<file path="config.mk">
export PLATFORM = sky130hd
export DESIGN_NAME = aesctr_keyexp
export DESIGN_NICKNAME = d
export VERILOG_FILES = /design/src/design/aesctr_pkg.sv /design/src/design/aesctr_keyexp.sv
export SDC_FILE = /design/constraint.sdc
export NUM_CORES = 2
export LEC_CHECK = 0
export BUFFER_PORTS_ARGS = -buffer_cell sky130_fd_sc_hd__buf_2
export CAP_MARGIN = 20
export CORE_AREA = 3 3 597 599
export CTS_CLUSTER_DIAMETER = 120
export DETAILED_ROUTE_END_ITERATION = 10
export DIE_AREA = 0 0 600 602
export PLACE_DENSITY_LB_ADDON = 0.12
export SLEW_MARGIN = 20
export SYNTH_ARGS = -nofsm -noshare
export SYNTH_HDL_FRONTEND = slang
export SYNTH_SLANG_ARGS = --single-unit
export TNS_END_PERCENT = 30
</file>
<file path="constraint.sdc">
create_clock -name clk -period 8.7 [get_ports clk]
set_input_delay 0.87 -clock clk [delete_from_list [all_inputs] [get_ports clk]]
set_output_delay 0.87 -clock clk [all_outputs]
set_load 0.01 [all_outputs]
</file>
<file path="src/design/aesctr_pkg.sv">
// shared types, constants and cipher functions for the aes-128 counter mode block
// no dependencies
package aesctr_pkg;

	// configuration register indexes
	localparam logic [1:0] REG_KEY_HIGH = 2'd0;
	localparam logic [1:0] REG_KEY_LOW  = 2'd1;
	localparam logic [1:0] REG_NONCE    = 2'd2;

	localparam int unsigned ROUNDS = 10;

	typedef struct packed {
		logic [63:0] data_high;
		logic [63:0] data_low;
		logic [63:0] block_index;
		logic [4:0]  valid_bytes;
		logic        final_block;
	} in_word_t;

	typedef struct packed {
		logic [63:0] result_high;
		logic [63:0] result_low;
		logic [4:0]  result_bytes;
		logic        result_final;
	} out_word_t;

	// one item in flight: cipher state plus the data riding along
	typedef struct packed {
		logic [127:0] state;
		logic [127:0] data;
		logic [4:0]   bytes;
		logic         fin;
	} stage_t;

	typedef logic [ROUNDS:0][127:0] rk_set_t;

	localparam logic [7:0] SBOX [0:255] = '{
		8'h63,8'h7c,8'h77,8'h7b,8'hf2,8'h6b,8'h6f,8'hc5,8'h30,8'h01,8'h67,8'h2b,8'hfe,8'hd7,8'hab,8'h76,
		8'hca,8'h82,8'hc9,8'h7d,8'hfa,8'h59,8'h47,8'hf0,8'had,8'hd4,8'ha2,8'haf,8'h9c,8'ha4,8'h72,8'hc0,
		8'hb7,8'hfd,8'h93,8'h26,8'h36,8'h3f,8'hf7,8'hcc,8'h34,8'ha5,8'he5,8'hf1,8'h71,8'hd8,8'h31,8'h15,
		8'h04,8'hc7,8'h23,8'hc3,8'h18,8'h96,8'h05,8'h9a,8'h07,8'h12,8'h80,8'he2,8'heb,8'h27,8'hb2,8'h75,
		8'h09,8'h83,8'h2c,8'h1a,8'h1b,8'h6e,8'h5a,8'ha0,8'h52,8'h3b,8'hd6,8'hb3,8'h29,8'he3,8'h2f,8'h84,
		8'h53,8'hd1,8'h00,8'hed,8'h20,8'hfc,8'hb1,8'h5b,8'h6a,8'hcb,8'hbe,8'h39,8'h4a,8'h4c,8'h58,8'hcf,
		8'hd0,8'hef,8'haa,8'hfb,8'h43,8'h4d,8'h33,8'h85,8'h45,8'hf9,8'h02,8'h7f,8'h50,8'h3c,8'h9f,8'ha8,
		8'h51,8'ha3,8'h40,8'h8f,8'h92,8'h9d,8'h38,8'hf5,8'hbc,8'hb6,8'hda,8'h21,8'h10,8'hff,8'hf3,8'hd2,
		8'hcd,8'h0c,8'h13,8'hec,8'h5f,8'h97,8'h44,8'h17,8'hc4,8'ha7,8'h7e,8'h3d,8'h64,8'h5d,8'h19,8'h73,
		8'h60,8'h81,8'h4f,8'hdc,8'h22,8'h2a,8'h90,8'h88,8'h46,8'hee,8'hb8,8'h14,8'hde,8'h5e,8'h0b,8'hdb,
		8'he0,8'h32,8'h3a,8'h0a,8'h49,8'h06,8'h24,8'h5c,8'hc2,8'hd3,8'hac,8'h62,8'h91,8'h95,8'he4,8'h79,
		8'he7,8'hc8,8'h37,8'h6d,8'h8d,8'hd5,8'h4e,8'ha9,8'h6c,8'h56,8'hf4,8'hea,8'h65,8'h7a,8'hae,8'h08,
		8'hba,8'h78,8'h25,8'h2e,8'h1c,8'ha6,8'hb4,8'hc6,8'he8,8'hdd,8'h74,8'h1f,8'h4b,8'hbd,8'h8b,8'h8a,
		8'h70,8'h3e,8'hb5,8'h66,8'h48,8'h03,8'hf6,8'h0e,8'h61,8'h35,8'h57,8'hb9,8'h86,8'hc1,8'h1d,8'h9e,
		8'he1,8'hf8,8'h98,8'h11,8'h69,8'hd9,8'h8e,8'h94,8'h9b,8'h1e,8'h87,8'he9,8'hce,8'h55,8'h28,8'hdf,
		8'h8c,8'ha1,8'h89,8'h0d,8'hbf,8'he6,8'h42,8'h68,8'h41,8'h99,8'h2d,8'h0f,8'hb0,8'h54,8'hbb,8'h16
	};

	// multiply by x in gf(2^8)
	function automatic logic [7:0] xtime(input logic [7:0] a);
		return {a[6:0], 1'b0} ^ (a[7] ? 8'h1b : 8'h00);
	endfunction

	// subbytes then shiftrows, byte i sits at bits 127-8i
	function automatic logic [127:0] sub_shift(input logic [127:0] s);
		logic [127:0] t;
		t = '0;
		for (int c = 0; c < 4; c++) begin
			for (int r = 0; r < 4; r++) begin
				t[127 - 8 * (c * 4 + r) -: 8] = SBOX[s[127 - 8 * (((c + r) % 4) * 4 + r) -: 8]];
			end
		end
		return t;
	endfunction

	function automatic logic [127:0] mix_columns(input logic [127:0] s);
		logic [127:0] t;
		logic [7:0] a0, a1, a2, a3;
		t = '0;
		for (int c = 0; c < 4; c++) begin
			a0 = s[127 - 32 * c -: 8];
			a1 = s[119 - 32 * c -: 8];
			a2 = s[111 - 32 * c -: 8];
			a3 = s[103 - 32 * c -: 8];
			t[127 - 32 * c -: 8] = xtime(a0) ^ xtime(a1) ^ a1 ^ a2 ^ a3;
			t[119 - 32 * c -: 8] = a0 ^ xtime(a1) ^ xtime(a2) ^ a2 ^ a3;
			t[111 - 32 * c -: 8] = a0 ^ a1 ^ xtime(a2) ^ xtime(a3) ^ a3;
			t[103 - 32 * c -: 8] = xtime(a0) ^ a0 ^ a1 ^ a2 ^ xtime(a3);
		end
		return t;
	endfunction

	function automatic logic [7:0] rcon(input logic [3:0] r);
		logic [7:0] v;
		unique case (r)
			4'd1:    v = 8'h01;
			4'd2:    v = 8'h02;
			4'd3:    v = 8'h04;
			4'd4:    v = 8'h08;
			4'd5:    v = 8'h10;
			4'd6:    v = 8'h20;
			4'd7:    v = 8'h40;
			4'd8:    v = 8'h80;
			4'd9:    v = 8'h1b;
			4'd10:   v = 8'h36;
			default: v = 8'h00;
		endcase
		return v;
	endfunction

	// one step of the key schedule
	function automatic logic [127:0] key_step(input logic [127:0] k, input logic [7:0] rc);
		logic [127:0] n;
		n = '0;
		n[127:120] = k[127:120] ^ SBOX[k[23:16]] ^ rc;
		n[119:112] = k[119:112] ^ SBOX[k[15:8]];
		n[111:104] = k[111:104] ^ SBOX[k[7:0]];
		n[103:96]  = k[103:96]  ^ SBOX[k[31:24]];
		for (int i = 4; i < 16; i++) begin
			n[127 - 8 * i -: 8] = k[127 - 8 * i -: 8] ^ n[127 - 8 * (i - 4) -: 8];
		end
		return n;
	endfunction

endpackage

</file>
<file path="src/design/aesctr_keyexp.sv">
// iterative key schedule: one round key per cycle into a register set
// depends on aesctr_pkg
module aesctr_keyexp import aesctr_pkg::*; (
	input  logic         clk,
	input  logic         arst_n,
	input  logic         start,
	input  logic [127:0] key,
	output logic         busy,
	output rk_set_t      rk
);

	rk_set_t      rk_q;
	logic [127:0] cur_q;
	logic [3:0]   cnt_q;
	logic [127:0] nxt;

	assign nxt  = key_step(cur_q, rcon(cnt_q));
	assign busy = start || (cnt_q != 4'd0);
	assign rk   = rk_q;

	// step counter
	always_ff @(posedge clk or negedge arst_n) begin
		if (!arst_n) begin
			cnt_q <= 4'd0;
		end else if (start) begin
			cnt_q <= 4'd1;
		end else if (cnt_q == 4'(ROUNDS)) begin
			cnt_q <= 4'd0;
		end else if (cnt_q != 4'd0) begin
			cnt_q <= cnt_q + 4'd1;
		end
	end

	// round key registers
	always_ff @(posedge clk) begin
		if (start) begin
			cur_q    <= key;
			rk_q[0]  <= key;
		end else if (cnt_q != 4'd0) begin
			cur_q       <= nxt;
			rk_q[cnt_q] <= nxt;
		end
	end

endmodule

</file>
==> After elaboration in Yosys (flattened, before gate mapping) <==
Memories as Yosys holds them, arrays and structs flattened.
Cells that the tools add are included.
{ "totals": {"ram_bits": 0, "reg_bits": 1540, "elab_cells": 72, "latchBits": 0, "mem_bits_ro": 8320, "in_bits": 131, "mem_count": 5, "out_inout_bits": 1409} }
{ "memory_table": {"columns": ["memory", "words", "word_bits", "read_ports", "rd_clocked_by_memory_dff", "write_ports", "line", "text"], "rows": [
  ["(no name shown)", 256, 8, 1, 0, 0, "aesctr_pkg.sv:115", "n[103:96] = k[103:96] ^ SBOX[k[31:24]];"],
  ["(no name shown)", 256, 8, 1, 0, 0, "aesctr_pkg.sv:114", "n[111:104] = k[111:104] ^ SBOX[k[7:0]];"],
  ["(no name shown)", 256, 8, 1, 0, 0, "aesctr_pkg.sv:113", "n[119:112] = k[119:112] ^ SBOX[k[15:8]];"],
  ["(no name shown)", 256, 8, 1, 0, 0, "aesctr_pkg.sv:112", "n[127:120] = k[127:120] ^ SBOX[k[23:16]] ^ rc;"],
  ["(no name shown)", 16, 8, 1, 0, 0, "aesctr_pkg.sv:92", "unique case (r)"]
]} }
{ "op_classes": {"n_div": 0, "mux": 18, "shifts": 0, "addsub": 1, "mul": 0, "magnitude_cmp": 6, "n_reduce_logical": 6, "n_bitwise": 22, "eq_ne": 1} }
{ "ops": {"columns": ["op", "n"], "rows": [
  ["bitwise mux 1408 bit", 1],
  ["two-way mux 128 bit", 5],
  ["demux 128 bit (select 4 bit)", 1],
  ["XOR 8 bit", 17],
  ["two-way mux 8 bit", 8],
  [">= comparator 9 bit, second input constant", 4],
  ["inverter 8 -> 9 bit", 4],
  ["two-way mux 4 bit", 3],
  ["less-than comparator 4 x 5 -> 1 bit, second input constant", 1],
  ["adder 4 x 1 -> 4 bit, second input constant", 1],
  ["equality test 4 bit, second input constant", 1],
  [">= comparator 4 x 1 -> 1 bit, second input constant", 1],
  ["nonzero test 4 bit", 1],
  ["nonzero test 3 bit", 1],
  ["AND reduction 2 bit", 1],
  ["nonzero test 2 bit", 1],
  ["logical AND 1 bit", 1],
  ["logical OR 1 bit", 1],
  ["inverter 1 bit", 1]
]} }

==> Longest topological paths before layout <==
{ "logic_depth": {"depth_word": 12, "depth_mapped": 16, "mapped_depth_nobuf": 13} }

==> Worst setup path before layout <==
Ideal clock, no wire load.
{ "synth_timing": {"path_kind": "input to output", "startpoint": "input start", "endpoint": "output busy", "slack_ns": 2.297, "arrival_time_ns": 5.533, "n_path_buf": 3, "required_time_ns": 7.830, "cell_stages": 6, "path_cell_list": "clkbuf_1 > a31oi_1 > nor2_1 > inv_1 > clkbuf_1 > clkbuf_1"} }
{ "synth_via": {"elab_chain_len": 1} }
{ "synth_rtl": {"columns": ["item", "line", "text"], "rows": [
  ["start: declaration", "aesctr_keyexp.sv:6", "input logic start,"],
  ["logical OR 1 bit", "aesctr_keyexp.sv:18", "assign busy = start || (cnt_q != 4'd0);"],
  ["end: declaration", "aesctr_keyexp.sv:8", "output logic busy,"]
]} }
No other way between the ends.

==> Worst setup path in the final report <==
{ "layout_timing": {"startpoint": "register cur_q[16]", "endpoint": "register rk_q (netlist bit rk[536]) (data pin)"} }
{ "layout_via": {"elab_chain_len": 10} }
{ "layout_rtl": {"columns": ["item", "line", "text"], "rows": [
  ["start: declaration", "aesctr_keyexp.sv:13", "logic [127:0] cur_q;"],
  ["start signal: assignment", "aesctr_keyexp.sv:37", "cur_q <= key;"],
  ["start signal: assignment", "aesctr_keyexp.sv:40", "cur_q <= nxt;"],
  ["inverter 8 -> 9 bit (not written as such)", "aesctr_pkg.sv:112", null],
  ["memory read (256 x 8 bit)", null, null],
  ["two-way mux 8 bit (not written as such) (2 in a row)", "aesctr_pkg.sv:112", null],
  ["XOR 8 bit (2 in a row)", "aesctr_pkg.sv:112", null],
  ["XOR 8 bit (2 in a row)", "aesctr_pkg.sv:117", "n[127 - 8 * i -: 8] = k[127 - 8 * i -: 8] ^ n[127 - 8 * (i - 4) -: 8];"],
  ["named net nxt[56]", "aesctr_keyexp.sv:15", "logic [127:0] nxt;"],
  ["XOR 8 bit", "aesctr_pkg.sv:117", null],
  ["named net nxt[24]", "aesctr_keyexp.sv:15", null],
  ["bitwise mux 1408 bit", "aesctr_keyexp.sv:41", "rk_q[cnt_q] <= nxt;"],
  ["end signal: indexed assignment", "aesctr_keyexp.sv:41", null],
  ["end: declaration", "aesctr_keyexp.sv:12", "rk_set_t rk_q;"]
]} }
The timed path passes the listed nets, and every way through them passes these cells. The select of a mux whose other input is x is not followed.
A chain may end at the register's enable or synchronous reset.

==> flow_metrics.tcl <==
set metrics [dict create \
    critPathLaunchType "register" \
    place_inst 10400 \
    synth_warnings 0 \
    slew_headroom_pct 25.7 \
    final_cells 10800 \
    synth_seq_area_share_pct 70.5 \
    fin_area_um2 85200 \
    crit_required_ps 9160 \
    clock_latency_ps 900 \
    synth_edf_count 1536 \
    die_w_um 600 \
    synth_top_family_by_area "compound AO/OA/AOI/OAI gates" \
    grt_max_degree 122 \
    clock-skew-final_ps 107 \
    dpl.hpwl_um 265000 \
    postRouteAntennaNets 0 \
    post_cts_resized 0 \
    num_io_pins 1540 \
    synth_ff_type "edfxtp_1" \
    synth_fa_ha_area_share_pct 1.18 \
    hold_viol 0 \
    row_count 218 \
    cts_tree "done" \
    cap_viol_max_count 0 \
    ys_types 113 \
    coreArea_um2 352000 \
    final_cell_mix "buf_2, edfxtp_1, nand2_1, o21ai_0, a21oi_1" \
    ys_ff_latch 1540 \
    cts_hold_buf 1 \
    ctsRootBufferMaster "clkbuf_16" \
    grt_pass1_vias 47300 \
    cts_setup_buffers 0 \
    dp_slack_ps 2100 \
    clkTransAtPathRegs_ps 60 \
    grt_pass1_wl_um 472000 \
    fin_ws_ps 2450 \
    grtUsageTotal_pct 19.2 \
    r2r_start "cur_q[16]$_DFFE_PN_" \
    mostFrequentLayoutCell "buf_2" \
    crit_path_max_fanout 34 \
    rsz0062_at_grt "false" \
    vias 48700 \
    wl_um 363000 \
    cts_buffer_depth 4 \
    syn_nets 4629 \
    tightest_slew_ps 1100 \
    gp_congestion 0.921 \
    endpoint_kind "register" \
    crit_type "register to register" \
    synth-compound-area-share_pct 10.7 \
    period_needed_ps 6250 \
    r2r_end "rk[536]$_DFFE_PP_" \
    start_util_pct 18.6 \
    cts_htree_levels 4 \
    drc 0 \
    slew_viol_final 0 \
    drt-wirelength-per-cell_um 33.6 \
    drt_iter0_markers 4943 \
    syn2layout_area_growth_pct 29.9 \
    period_share_pct 71.8 \
    outcome "finished clean" \
    setup_viol 0 \
    syn_inst 4436 \
    port_buffers 1539 \
    tns_ps 0 \
    synthesis.area_per_instance_um2 14.8 \
    syn_area_um2 65600 \
    hp-class "input port to register" \
    dieArea_um2 361000 \
    drive_gt1_share_pct 35.7 \
    min_from "key[66]" \
    die_y_um 602 \
    cts_buffers 188 \
    regToRegSetupSlack_ps 2450 \
    synth-simple-area-share_pct 8.38 \
    hold_path_end "rk[66]$_DFFE_PP_" \
    rr_worst_depth 13 \
    crit_arrival_ps 6710 \
    dpl_cell_area_um2 79300 \
    synthArstFlopShare_pct 0.260 \
    vias_per_cell 4.50 \
    gr-total-overflow 0 \
    nets 6201 \
    hold_depth 3 \
    firstDrtPassIters 7 \
    numClockSinks 1540 \
    synth_mux_area_share_pct 3.01 \
    antenna_found_initial 108 \
    max_freq_mhz 160 \
    synthXorXnorAreaFrac_pct 3.19 \
]
[worst max-delay path, stage by stage (launching register included)]
cell	delay, ps
edfxtp_1	320
buf_4	420
inv_1	380
ha_1	650
nand2b_1	480
o22ai_1	210
a32o_1	340
a311oi_1	330
a211oi_1	130
mux2i_1	560
xnor3_1	520
buf_4	250
xnor2_1	680
inv_1	500
[synthesized netlist by cell type, drive strengths merged (15+ instances only)]
library cell  number  area [µm²]
mux2i             48         497
mux4              26         586
xnor3             15         338
clkbuf           138         519
and3              20         125
o311ai            33         289
a221oi            24         216
mux2              79         890
edfxtp          1536       46100
xor2              49         482
nor4              21         161
o311a             15         150
a22o              34         298
xnor2            115        1220
a311oi            37         324
nand2            233         880
o221ai            18         158
and2              81         507
nand2b            98         621
nand4             18         113
a31oi             50         319
nor3b             28         210
nand3             96         480
nor3              87         435
or2               32         203
o22ai             33         206
a21oi            210        1050
nor2b            109         682
o211ai            37         278
o21ai            247        1240
buf              177        1070
inv              100         375
nor2             167         629
ha                62         776
or3               17         106
a211oi            56         425
a211o             16         140
o31ai             30         235
[worst max path at each step]
stage               depth (start not counted)             endpoint           startpoint  slack (ps)
detailed placement                         13    rk[664]$_DFFE_PP_  cur_q[17]$_DFFE_PN_        2100
global placement                           11  cur_q[48]$_DFFE_PN_   cur_q[8]$_DFFE_PN_        1230
floorplan                                   6                 busy                start        2300
global route                               13    rk[536]$_DFFE_PP_  cur_q[17]$_DFFE_PN_        1970
finish                                     13    rk[536]$_DFFE_PP_  cur_q[16]$_DFFE_PN_        2450
CTS                                        13    rk[664]$_DFFE_PP_  cur_q[17]$_DFFE_PN_        2040
[layout make-up]
class | count | area [µm²]
Clock buffer | 217 | 4830
Inverter | 110 | 428
Timing Repair Buffer | 1697 | 9080
Antenna cell | 28 | 70.1
Fill cell | 37100 | 267000
Sequential cell | 1540 | 46200
Tap cell | 4620 | 5780
Multi-Input combinational cell | 2471 | 17800
Clock inverter | 123 | 1060
[per-layer routing]
layer	global-route usage (%)	part of all wire (%)	vias up	wire length, µm
met5	0	0.026	-	95
met4	4.74	2.8	14	10100
met3	3.56	6.4	455	23400
met2	33.5	50	2217	181000
met1	24.2	41	25600	148000
li1	-	-	20300	-
[sequential cells by signal (all words and copies together) (netlist names)]
name / count
rk: 1408
cnt_q: 4
cur_q: 128
[stage by stage]
stage,hold WS [ps],util (%)
finish,274,24.2
global placement,595,22.5
global route,232,24.2
floorplan,549,-
CTS,183,24.2
detailed placement,607,22.5
[kinds of logic after synthesis]
logic type      Yosys count
mux                     153
simple gates           1047
compound gates         1028
xor+xnor                181
flops                  1540
buf+inv                 425
fa+ha+maj                62
Power is not shown: default switching activity piles up to over one toggle a cycle in this logic, so the estimate is an artifact.
